## src/rtl/core/page_ref_count_table_defines.svh

```systemverilog
// ----------------------------------------------------------------------------
// page_ref_count_table_defines
// Assertion macros for the page reference count table.
// ----------------------------------------------------------------------------
`ifndef PAGE_REF_COUNT_TABLE_DEFINES_SVH
`define PAGE_REF_COUNT_TABLE_DEFINES_SVH

`ifndef NO_ASSERTIONS
`define PRCT_ASSERT_SAME(label, clk, rst_n, lhs, rhs) \
	label: assert property (@(posedge clk) disable iff (!rst_n) (lhs) |-> (rhs)) \
		else $error("prct: same-cycle check failed");
`define PRCT_ASSERT_NEXT(label, clk, rst_n, lhs, rhs) \
	label: assert property (@(posedge clk) disable iff (!rst_n) (lhs) |=> (rhs)) \
		else $error("prct: next-cycle check failed");
`else
`define PRCT_ASSERT_SAME(label, clk, rst_n, lhs, rhs)
`define PRCT_ASSERT_NEXT(label, clk, rst_n, lhs, rhs)
`endif

`endif

```

## src/rtl/core/prct_pkg.sv

```systemverilog
// ----------------------------------------------------------------------------
// prct_pkg
// Types, codes and sizes shared by the page reference count table.
// ----------------------------------------------------------------------------
package prct_pkg;

	localparam int PAGES    = 4096;
	localparam int GEN_BITS = 24;
	localparam int ADDR_W   = (PAGES > 1) ? $clog2(PAGES) : 1;
	localparam int LIM_W    = 17;

	localparam logic [1:0] OP_VALIDATE = 2'd0;
	localparam logic [1:0] OP_WRITE    = 2'd1;
	localparam logic [1:0] OP_QUERY    = 2'd2;

	localparam logic [3:0] ST_OK       = 4'd0;
	localparam logic [3:0] ST_ZERO     = 4'd1;
	localparam logic [3:0] ST_DEVICE   = 4'd2;
	localparam logic [3:0] ST_RANGE    = 4'd3;
	localparam logic [3:0] ST_GEN      = 4'd4;
	localparam logic [3:0] ST_PRECOND  = 4'd5;
	localparam logic [3:0] ST_FIRST_LT2 = 4'd6;
	localparam logic [3:0] ST_BELOW1   = 4'd7;
	localparam logic [3:0] ST_WRAP     = 4'd8;
	localparam logic [3:0] ST_NEGATIVE = 4'd9;

	localparam logic CFG_OWN_DEVICE = 1'b0;
	localparam logic CFG_PAGE_COUNT = 1'b1;

	typedef struct packed {
		logic [1:0]         operation;
		logic [7:0]         page_device;
		logic [15:0]        page_index;
		logic [23:0]        page_generation;
		logic signed [31:0] count_value;
		logic               drop_request;
		logic [63:0]        log_offset;
	} req_t;

	typedef struct packed {
		logic [3:0]         status;
		logic signed [31:0] result_count;
		logic [23:0]        result_generation;
		logic               newer_flag;
	} rsp_t;

	typedef struct packed {
		logic [31:0]         count;
		logic [GEN_BITS-1:0] generation;
		logic [63:0]         upd_offset;
	} entry_t;

	typedef struct packed {
		logic              capture;
		logic              finish;
		logic              clear;
		logic [ADDR_W-1:0] clr_addr;
	} cmd_t;

endpackage

```

## src/rtl/core/prct_ctrl.sv

```systemverilog
// ----------------------------------------------------------------------------
// prct_ctrl
// Sequencer: table clearing sweep, request capture and result hand-off.
// ----------------------------------------------------------------------------
module prct_ctrl
	import prct_pkg::*;
(
	input  logic clk,
	input  logic arst_n,
	input  logic req_valid,
	output logic req_ready,
	output logic rsp_valid,
	input  logic rsp_ready,
	output cmd_t cmd
);

	localparam logic [1:0] S_CLEAR = 2'd0;
	localparam logic [1:0] S_IDLE  = 2'd1;
	localparam logic [1:0] S_LOOK  = 2'd2;

	logic [1:0]        state_q;
	logic [ADDR_W-1:0] clr_q;
	logic              out_valid_q;
	logic              finish;

	assign req_ready = (state_q == S_IDLE);
	assign finish    = (state_q == S_LOOK) && (!out_valid_q || rsp_ready);
	assign rsp_valid = out_valid_q;

	always_comb begin
		cmd.capture  = req_valid && req_ready;
		cmd.finish   = finish;
		cmd.clear    = (state_q == S_CLEAR);
		cmd.clr_addr = clr_q;
	end

	always_ff @(posedge clk or negedge arst_n) begin
		if (!arst_n) begin
			state_q     <= S_CLEAR;
			clr_q       <= '0;
			out_valid_q <= 1'b0;
		end else begin
			case (state_q)
				S_CLEAR: begin
					clr_q <= clr_q + 1'b1;
					if (clr_q == ADDR_W'(PAGES - 1))
						state_q <= S_IDLE;
				end
				S_IDLE: begin
					if (req_valid)
						state_q <= S_LOOK;
				end
				S_LOOK: begin
					if (finish)
						state_q <= S_IDLE;
				end
				default: state_q <= S_IDLE;
			endcase
			if (finish)
				out_valid_q <= 1'b1;
			else if (rsp_ready)
				out_valid_q <= 1'b0;
		end
	end

endmodule

```

## config.mk

```make
export PLATFORM = sky130hd
export DESIGN_NAME = prct_ctrl
export DESIGN_NICKNAME = d
export VERILOG_FILES = /design/src/rtl/core/page_ref_count_table_defines.svh /design/src/rtl/core/prct_pkg.sv /design/src/rtl/core/prct_ctrl.sv
export SDC_FILE = /design/constraint.sdc
export NUM_CORES = 1
export LEC_CHECK = 0
export BUFFER_PORTS_ARGS = -buffer_cell sky130_fd_sc_hd__buf_2
export CORE_MARGIN = 2
export CORE_UTILIZATION = 48
export CTS_CLUSTER_DIAMETER = 30
export CTS_CLUSTER_SIZE = 30
export DETAILED_ROUTE_END_ITERATION = 8
export GPL_TIMING_DRIVEN = 0
export HOLD_SLACK_MARGIN = 0.08
export PLACE_DENSITY = 0.75
export SLEW_MARGIN = 20
export SYNTH_ARGS = -nofsm -noshare
export SYNTH_HDL_FRONTEND = slang
export SYNTH_SLANG_ARGS = --single-unit
```

## constraint.sdc

```tcl
create_clock -name clk -period 1.9 [get_ports clk]
set_clock_uncertainty 0.1 [all_clocks]
set_input_delay 0.095 -clock clk [delete_from_list [all_inputs] [get_ports clk]]
set_output_delay 0.095 -clock clk [all_outputs]
set_load 0.01 [all_outputs]
```

Word-level counts from Yosys, hierarchy flattened
Cells that the tools add are included.
{ "word_totals": {"regBits": 15, "inputBits": 4, "output_inout_bits": 17, "elab_cells": 23} }
{ "classes": {"addsub": 1, "n_eq_ne": 6, "n_mux": 6, "reduce_logical": 7} }
{ "ops": {"columns": ["cell", "count"], "rows": [
  ["$add 12x1->12 const B", 1],
  ["$eq 12x12->1 const B", 1],
  ["$mux 2", 3],
  ["$pmux 2 s3", 1],
  ["$ne 2x2->1 const B", 2],
  ["$reduce_and 3->1", 1],
  ["$eq 2x1->1 const B", 1],
  ["$eq 2x2->1 const B", 1],
  ["$logic_and 1x1->1", 2],
  ["$logic_not 2->1", 1],
  ["$mux 1", 2],
  ["$ne 2x1->1 const B", 1],
  ["$reduce_bool 2->1", 1],
  ["$logic_not 1->1", 1],
  ["$logic_or 1x1->1", 1]
]} }

Logic depth before layout (Yosys ltp)
Gate-level depths: netlist (run 1).
{ "logic_depth": {"ltp_word": 5, "depth_mapped": 5, "depth_no_buf": 4} }

Worst setup path after synthesis (run 1)
Ideal clock, no wire load.
{ "synth_timing": {"kind": "register to register", "from": "register clr_q[0]", "to": "register state_q[0]", "setup_ns": 0.077, "arrival_time_ns": 1.389, "required_time_ns": 1.723, "path_slack_ns": 0.334, "stages_incl_launch_ff": 5, "path_buffers": 0, "synth_period_minus_slack_ns": 1.566, "cell_sequence": "dfrtp_1 > ha_1 > nand3_2 > or4_1 > a21oi_1"} }
{ "synth_via": {"elab_chain_cells": 3} }
{ "synth_rtl": {"columns": ["element", "line", "text"], "rows": [
  ["start, declared", "prct_ctrl.sv:22", "logic [ADDR_W-1:0] clr_q;"],
  ["start signal, assigned", "prct_ctrl.sv:45", "clr_q <= clr_q + 1'b1;"],
  ["$eq 12x12->1", "prct_ctrl.sv:46", "if (clr_q == ADDR_W'(PAGES - 1))"],
  ["$ne 2x1->1 (no line)", null, null],
  ["$reduce_and 3->1 (no line)", null, null],
  ["end signal, assigned", "prct_ctrl.sv:47", "state_q <= S_IDLE;"],
  ["end signal, assigned", "prct_ctrl.sv:51", "state_q <= S_LOOK;"],
  ["end signal, assigned", "prct_ctrl.sv:55", "state_q <= S_IDLE;"],
  ["end, declared", "prct_ctrl.sv:21", "logic [1:0] state_q;"]
]} }
Every way passes these cells.
A chain may end at the register's enable or synchronous reset.

Final worst setup path (run 1)
Ends and elaborated chain as after synthesis.

==> results.ini, run 1 <==
[floorplanning]
chipHeight_um=42
std_cell_rows=13
initial_utilization_pct=52.61
die_area_sq_um=1764
design.portCount=21
core_region_area_sq_um=1318
die_width_um=42

[drt]
detail_route.wirelength.met1_um=594
avgRoutedWirePerCell_um=12.16
post-route-drc-count=0
detail-route-antenna-nets=0
met3_length_um=58
routed-wl-met2_um=594
detail_route.iter0.violations=9
vias_per_cell=5.162
topRoutingLayerUsed=met4
vias=542
dr.pass1.iters=4
detail_route.wirelength_um=1277

[run_status]
outcome=complete, no violations

[sta]
timing.slew.headroom_pct=78.37
grt_setup_unrepaired=false
timing.final.setup_violations=0
total_neg_setup_slack_ns=0
final_number_of_hold_violating_endpoints=0
highest_clock_rate_mhz=605.8
worstMarginPinSlew_ns=0.3215
finalWorstPathRequiredPeriod_ns=1.651
maxSlewViolCount=0
period_share_pct=86.88

[global_routing]
antenna_found_initial=0
residual_overflow_from_global_routing=0
grt_max_degree=16
global_route_wire_length_before_repair_um=2090
grt_pass1_vias=448
grt_use_total_pct=16.10

[clock_tree]
cts-root-to-sink-buffers=2
cts_tree=yes
numCtsBuffers=3
tritoncts_num_sinks=15
post_cts_resized=0
cts_root_buf=clkbuf_4
postCtsSetupRepairBufs=0
cts_max_level=1
clk_transition_reported_paths_ns=0.09
clock_insertion_delay_worst_skew_ns=0.28

[synthesis]
number_of_enable_flip_flop_cells_after_synthesis=0
seq_cells_post_synth=15
sequential_cell_area_fraction_in_the_yosys_report_pct=54.15
ys.warnings.count=0
async_flop_share_pct=100.0
post_synth_inst_count=63
syn-num-nets=68
synth_cell_area_sq_um=693.2
post_synth.cell_area_avg_sq_um=11.00
synth_flop_cell=dfrtp_1
yosysUniqueCellTypes=24

[hold_path]
hold_path.class=in -> async

[cells_and_area]
post_route_cells_drive_above_1_share_pct=32.22
final_net_count=96
synthToLayoutAreaGrowth_pct=25.27
post-route-util_pct=65.91
ant_diodes=0

[power_and_ir_drop]
total_leakage_power_nw=0.4433
ir_drop_uv=996.7
power.density_cell_area_nw_per_um2=1372

[worst_setup_path]
critical_path.startpoint_type=register
crit_path_end_kind=register
worst-endpoint-arrival_ns=1.76
crit_type=reg -> reg
worst_ep_required_time_ns=2.01
cp_max_fo=5

[placed_design]
place.gp.congestion=0.7611
place.detailed.hpwl_um=959.1
buffers_added_on_ports=20

[flow_run]
cap_viol_max_count=0

[layer usage]
layer / vias up / global-route usage (%)
li1: 272 / -
met1: 254 / 22.47
met2: 12 / 22.50
met3: 4 / 2.586
met4: 0 / 11.61
met5: - / 0
[final timing paths]
check	start	to	slack, ns	depth (start not counted)
max in group asynchronous	arst_n	clr_q[0]	1.33	2
min	arst_n	clr_q[10]	0.13	2
max	clr_q[0]	state_q[0]	0.25	4
min in group clk	clr_q[10]	clr_q[10]	0.40	1
min reg2reg	clr_q[10]	clr_q[10]	0.40	1
max reg2reg	clr_q[0]	state_q[0]	0.25	4
[placed cells by master (no fill, tap or decap), types with 2 or more instances in the layout]
cell and count:
nand3_1 2, nor2b_1 2, nor3_1 3, clkbuf_4 3
nand2b_1 2, dlygate4sd3_1 3, nand2_1 6, nor4_1 2
nand4_1 3, buf_2 21, xnor2_1 5, dfrtp_1 15
xor2_1 6, inv_1 2, nor2_1 3
[synth_stat cells, drive strengths merged, types with 2 or more instances]
| master | instances | area share, % |
|---|---|---|
| nand4 | 3 | 2.7 |
| nor2b | 2 | 1.8 |
| nor3 | 3 | 2.2 |
| nand2b | 2 | 1.8 |
| dfrtp | 15 | 54 |
| nand3 | 3 | 2.9 |
| nor2 | 3 | 1.6 |
| inv | 3 | 1.6 |
| nor4 | 3 | 3.6 |
| nand2 | 6 | 3.2 |
| buf | 2 | 1.8 |
| xnor2 | 5 | 6.3 |
| xor2 | 6 | 7.6 |
[layout make-up]
| cell class | instances | area, sq um |
|---|---|---|
| clock buffer | 4 | 26.28 |
| buffer | 2 | 12.51 |
| multi-input combinational | 43 | 294.0 |
| timing repair buffer | 23 | 130.1 |
| sequential | 15 | 375.4 |
| fill | 118 | 449.2 |
| inverter | 3 | 11.26 |
| tap | 15 | 18.77 |
[stage by stage]
step                      std cells  total power, mW  hold slack (ns)  cell area, sq um  setup slack (ns)
after floorplan                  63           0.8354          -0.3006             693.2            0.3337
after global placement           98           0.9959         -0.08826             812.0            0.2865
after detailed placement         98            1.017         -0.08390             812.0            0.2623
after CTS                       105            1.205           0.1345             868.3            0.2376
after global routing            105            1.284           0.1544             868.3            0.1367
final                           105            1.191           0.1268             868.3            0.2492
[cells by family (layout without fill, tap and decap cells)]
group / after synthesis / count (layout) / synth area share, %
buf+inv: 5 / 32 / 3.429
fa+ha+maj: 1 / 1 / 1.805
compound gates: 2 / 2 / 1.624
xor+xnor: 11 / 11 / 13.90
simple gates: 28 / 28 / 23.46
flops: 15 / 15 / 54.15
mux: 1 / 1 / 1.624
[what timing repair did]
action	CTS	global route
setup endpoints to repair	0	0
hold buffers	3	0
hold endpoints to repair	17	0
[critical path, cell delays in order, from the launching register on]
cell     delay, ns
dfrtp_1       0.43
ha_1          0.21
nand3_2       0.14
or4_1         0.54
a21oi_1       0.17
[sequential cells by signal, indices dropped and copies added, names as in the netlist]
name / count
clr_q: 12
state_q: 2
rsp_valid: 1
[report_power, final]
part | leakage [nW] | switching (mW) | total (mW) | internal [mW]
sequential | 0.195 | 0.121 | 0.537 | 0.416
combinational | 0.234 | 0.249 | 0.474 | 0.225
clock | 0.0150 | 0.0988 | 0.180 | 0.0815
total | 0.443 | 0.469 | 1.19 | 0.722
No activity file was read; power rests on OpenSTA's default activity.
==> run 2: changes to the inputs <==
CORE_UTILIZATION = 43   (was 48)
PLACE_DENSITY = 0.71   (was 0.75)
clock period = 1.4 ns   (was 1.9 ns; I/O delays follow)
==> results.ini, run 2 (synthesis gave the netlist of run 1 again) <==
[cells_and_area]
post_route_cells_drive_above_1_share_pct=45.36  ; +13 points
ant_diodes=0  ; unchanged
layout_commonest_cell=buf_2
design_area_sq_um=994.7  ; +15%
layout_common_cells=18 x buf_2, 14 x dfrtp_1, 8 x buf_4, 6 x nand2_1, 6 x xor2_1
synthToLayoutAreaGrowth_pct=43.50
fillerInstances=116  ; -1.7%
registers.top_by_ff_count=clr_q
final_net_count=103  ; +7.3%
area_of_all_sequential_standard_cells_sq_um=376.6  ; +0.33%
multiInputGateArea_sq_um=342.8  ; +17%
number_of_flip_flops_in_the_largest_register=12  ; unchanged

[worst_setup_path]
regToRegStartpoint=clr_q[0]
critical_path.cell_chain=ha_2 > nand3_4 > or4_1 > a21oi_1
worst_ep_required_time_ns=1.51  ; -0.50 ns
worst-endpoint-arrival_ns=1.55  ; -0.21 ns
cp_max_fo=5  ; unchanged
critical_path.startpoint_type=register
crit_path_end_kind=register
r2r_slack_ns=-0.04  ; -0.28 ns
critical-path-slowest-cell=or4_1
cp_max_stage_delay_ns=0.42  ; -0.12 ns
worst_r2r_endpoint=state_q[0]
register_to_register_path_depth=4  ; unchanged
crit_type=reg -> reg

[floorplanning]
initial_utilization_pct=46.01  ; -6.6 points
core_region_area_sq_um=1506  ; +14%
chipHeight_um=44.15  ; +5.1%
die_width_um=44.15  ; +5.1%
die_area_sq_um=1949  ; +11%
design.portCount=21  ; unchanged
std_cell_rows=14  ; +1

[run_status]
outcome=finished with violations
violated_checks=setup timing

[drt]
detail-route-antenna-nets=0  ; unchanged
avgRoutedWirePerCell_um=12.98  ; +6.7%
detail_route.iter0.violations=11  ; +2
detail_route.wirelength_um=1467  ; +15%
vias=589  ; +8.7%
dr.pass1.iters=4  ; unchanged
vias_per_cell=5.212  ; +0.98%
post-route-drc-count=0  ; unchanged

[clock_tree]
numCtsBuffers=3  ; unchanged
clock_insertion_delay_worst_skew_ns=0.28  ; about the same
tritoncts_num_sinks=15  ; unchanged
cts-root-to-sink-buffers=2  ; unchanged
cts_root_buf=clkbuf_4
cts_tree=yes
clk_transition_reported_paths_ns=0.09  ; about the same
cts_max_level=1  ; unchanged

[placed_design]
buffers_added_on_ports=20  ; unchanged
dpl-instance-area_sq_um=819.5  ; +0.92%
place_worst_setup_slack_ns=-0.06783  ; -0.3301 ns
place.gp.congestion=0.7711  ; +1.3%
place.detailed.hpwl_um=912.5  ; -4.9%

[power_and_ir_drop]
ir_drop_uv=1453  ; +46%
total_leakage_power_nw=0.4906  ; +11%
power.density_cell_area_nw_per_um2=1958  ; +43%

[sta]
maxSlewViolCount=0  ; unchanged
period_share_pct=102.5  ; +16 points
timing.slew.headroom_pct=77.74  ; -0.63 points
postLayoutSetupSlackWorst_ns=-0.03502  ; -0.2842 ns
timing.final.setup_violations=1  ; +1
grt_setup_unrepaired=true
finalWorstPathRequiredPeriod_ns=1.435  ; -0.2158 ns
final_number_of_hold_violating_endpoints=0  ; unchanged
worstMarginPinSlew_ns=0.3338  ; +0.01236 ns
highest_clock_rate_mhz=696.9  ; +15%

[global_routing]
residual_overflow_from_global_routing=0  ; unchanged
grt_pass1_vias=517  ; +15%
grt_max_degree=16  ; unchanged
grt_use_total_pct=16.12  ; +0.021 points
global_route_wire_length_before_repair_um=2235  ; +6.9%
antenna_found_initial=0  ; unchanged

[hold_path]
hold_path.class=in -> async

[flow_run]
cap_viol_max_count=0  ; unchanged

[run 2: area by class of cell]
type / count / area share [%]
clock buffers: 3 / 2.264
flip-flops and latches: 15 / 37.86
inverters: 3 / 1.384
multi-input cells: 43 / 34.47
well taps: 16 / 2.013
clock inverters: 1 / 0.5031
repair buffers: 32 / 21.51
[run 2: stage by stage]
stage,setup TNS [ns],utilization [%],hold WS (ns),power [mW],std cells
after floorplan,-0.02843,-,-0.3256,1.151,63
after global placement,-0.1301,54.40,-0.1102,1.376,99
after detailed placement,-0.1870,54.40,-0.1100,1.397,99
after CTS,-0.09074,60.88,-0.03813,1.799,110
after global routing,-0.2448,66.03,0.1234,2.106,113
final,-0.03502,66.03,0.1077,1.947,113
[run 2: how the worst max path moves through the flow]
stage / startpoint / end / slack (ns) / cells after the start
floorplan: clr_q[1] / state_q[0] / -0.03 / 4
global placement: state_q[1] / clr_q[10] / -0.05 / 4
detailed placement: state_q[1] / clr_q[10] / -0.07 / 4
CTS: state_q[1] / cmd[13] / -0.03 / 5
global route: clr_q[0] / state_q[0] / -0.13 / 4
finish: clr_q[0] / state_q[0] / -0.04 / 4
[run 2: where the power goes]
part,switching (mW),internal [mW]
clock,0.139,0.106
sequential,0.153,0.567
combinational,0.461,0.521
[run 2: routing by layer]
metal  vias to the layer above  part of all wire [%]  routed length, um  global-route usage [%]
met3                         0                   3.3                 48                   4.898
li1                        284                     -                  -                       -
met4                         0                     0                  0                   9.091
met5                         -                     0                  0                       0
met2                        12                    53                778                   24.12
met1                       293                    44                640                   20.73
[run 2: repair_timing]
item                       4_1_cts  5_1_grt
hold buffers                     2        1
buffers inserted                 6        3
setup endpoints to repair       10        8
resized for setup                2        8
pin swaps                        0        2
hold endpoints to repair        18        2
[run 2: worst max-delay path, delay by kind of cell (launching register included)]
| kind | cells | cell delay [ns] |
|---|---|---|
| AO/OA/AOI/OAI | 1 | 0.15 |
| adder cells (fa/ha/maj) | 1 | 0.21 |
| AND/OR/NAND/NOR | 2 | 0.52 |
| flip-flops | 1 | 0.39 |
==> run 3: changes to the inputs <==
BUFFER_PORTS_ARGS = -buffer_cell sky130_fd_sc_hd__buf_4   (was -buffer_cell sky130_fd_sc_hd__buf_2)
CTS_CLUSTER_DIAMETER = not set   (was 30)
==> results.ini, run 3 (synthesis gave the netlist of run 1 again) <==
[global_routing]
global_route_wire_length_before_repair_um=2304  ; +3.1%
grt_use_total_pct=15.75  ; -0.37 points
residual_overflow_from_global_routing=0  ; unchanged
grt_pass1_vias=542  ; +4.8%
grt_max_degree=16  ; unchanged
antenna_found_initial=0  ; unchanged

[sta]
grt_setup_unrepaired=true
timing.final.setup_violations=1  ; unchanged
worstMarginPinSlew_ns=0.2862  ; -0.04759 ns
postLayoutSetupSlackWorst_ns=-0.06390  ; -0.02888 ns
period_share_pct=104.6  ; +2.1 points
maxSlewViolCount=0  ; unchanged
final_number_of_hold_violating_endpoints=0  ; unchanged
timing.slew.headroom_pct=80.92  ; +3.2 points
highest_clock_rate_mhz=683.1  ; -2.0%
finalWorstPathRequiredPeriod_ns=1.464  ; +0.02888 ns

[hold_path]
hold_path.class=in -> reg
hold-path-endpoint=state_q[1]
worstHoldPathCells=3
hold_start=rsp_ready

[worst_setup_path]
worst_r2r_endpoint=state_q[0]
worst_ep_required_time_ns=1.50  ; about the same
r2r_slack_ns=-0.06  ; -0.03 ns
critical_path.startpoint_type=register
crit_type=reg -> reg
regToRegStartpoint=clr_q[4]
critical_path.cell_chain=nand4_1 > or4_1 > a21oi_1
cp_max_stage_delay_ns=0.52  ; +0.10 ns
worst-endpoint-arrival_ns=1.57  ; +0.02 ns
register_to_register_path_depth=3  ; -1
crit_path_end_kind=register
critical-path-slowest-cell=or4_1
cp_max_fo=5  ; unchanged

[clock_tree]
cts_tree=yes
numCtsBuffers=3  ; unchanged
clock_insertion_delay_worst_skew_ns=0.28  ; about the same
cts_root_buf=clkbuf_4
clk_transition_reported_paths_ns=0.08  ; about the same
cts_max_level=1  ; unchanged
cts-root-to-sink-buffers=2  ; unchanged
tritoncts_num_sinks=15  ; unchanged

[flow_run]
cap_viol_max_count=0  ; unchanged

[drt]
detail_route.iter0.violations=9  ; -2
dr.pass1.iters=4  ; unchanged
post-route-drc-count=0  ; unchanged
avgRoutedWirePerCell_um=13.42  ; +3.4%
detail_route.wirelength_um=1570  ; +7.0%
vias_per_cell=5.248  ; +0.68%
detail-route-antenna-nets=0  ; unchanged
vias=614  ; +4.2%

[floorplanning]
die_width_um=44.15  ; unchanged
design.portCount=21  ; unchanged
chipHeight_um=44.15  ; unchanged
std_cell_rows=14  ; unchanged
initial_utilization_pct=46.01  ; unchanged
die_area_sq_um=1949  ; unchanged
core_region_area_sq_um=1506  ; unchanged

[cells_and_area]
registers.top_by_ff_count=clr_q
design_area_sq_um=1090  ; +9.6%
layout_commonest_cell=buf_4
post_route_cells_drive_above_1_share_pct=48.51  ; +3.2 points
post-route-util_pct=72.34  ; +6.3 points
final_net_count=107  ; +3.9%
number_of_flip_flops_in_the_largest_register=12  ; unchanged
ant_diodes=0  ; unchanged
layout_common_cells=29 x buf_4, 13 x dfrtp_1, 6 x nand2_1, 6 x xor2_1, 5 x xnor2_1
final-instance-count-excl-fill=117  ; +3.5%
synthToLayoutAreaGrowth_pct=57.22

[placed_design]
place.detailed.hpwl_um=930.7  ; +2.0%
dpl.cell_count=99  ; unchanged
buffers_added_on_ports=20  ; unchanged
place.gp.congestion=0.7628  ; -1.1%
dpl-instance-area_sq_um=869.6  ; +6.1%

[run_status]
violated_checks=setup timing
outcome=finished with violations

[power_and_ir_drop]
total_leakage_power_nw=0.5165  ; +5.3%
ir_drop_uv=1348  ; -7.3%
power.density_cell_area_nw_per_um2=1895  ; -3.2%

run 3: critical path: cells and delay by family (launching register included):
kind	cells	cell delay [ns]
DFF	1	0.42
AOI/OAI and AO/OA	1	0.16
and+or+nand+nor	2	0.71
run 3: layer usage:
layer	routed length [um]	GRT usage, %
met1	664	21.15
met2	809	25.00
met3	75	2.449
met4	21	7.273
met5	0	0
run 3: final cells by class:
cell class                 count  area [sq um]
sequential                    15         377.9
multi-input combinational     43         360.3
tap                           16         20.02
buffer                         1         7.507
inverter                       3         13.76
timing repair buffer          35         284.0
fill                         121         416.7
clock buffer                   4         26.28
run 3: worst max path at each step:
stage,start,endpoint,cells past startpoint
2_1_floorplan,clr_q[1],state_q[0],4
3_3_place_gp,state_q[1],clr_q[10],4
3_5_place_dp,clr_q[1],state_q[0],4
4_1_cts,state_q[1],cmd[13],5
5_1_grt,clr_q[4],state_q[0],3
6_report,clr_q[4],state_q[0],3
run 3: power breakdown:
| group | leakage, nW | total [mW] | internal [mW] | switching (mW) |
|---|---|---|---|---|
| Sequential | 0.192 | 0.749 | 0.570 | 0.179 |
| Combinational | 0.309 | 1.08 | 0.607 | 0.470 |
| Clock | 0.0150 | 0.240 | 0.111 | 0.129 |
| Total | 0.516 | 2.07 | 1.29 | 0.778 |
run 3: what timing repair did:
item                                   CTS  global route
endpoints found under the hold margin   18             1
pin swaps                                0             2
gates resized for setup                  4            10
setup buffers                            7             4
setup endpoints to repair                7             8
hold buffers                             3             1
run 3: through the flow:
stage | setup TNS (ns) | hold slack [ns] | power, mW | setup slack [ns]
final | -0.06390 | 0.04822 | 2.065 | -0.06390
after global routing | -0.2307 | 0.08364 | 2.200 | -0.1024
after CTS | -0.07744 | -0.03249 | 1.913 | -0.03095
after detailed placement | -0.1848 | -0.1658 | 1.485 | -0.08038
after global placement | -0.1399 | -0.1669 | 1.465 | -0.05304
after floorplan | -0.02843 | -0.3256 | 1.151 | -0.02843
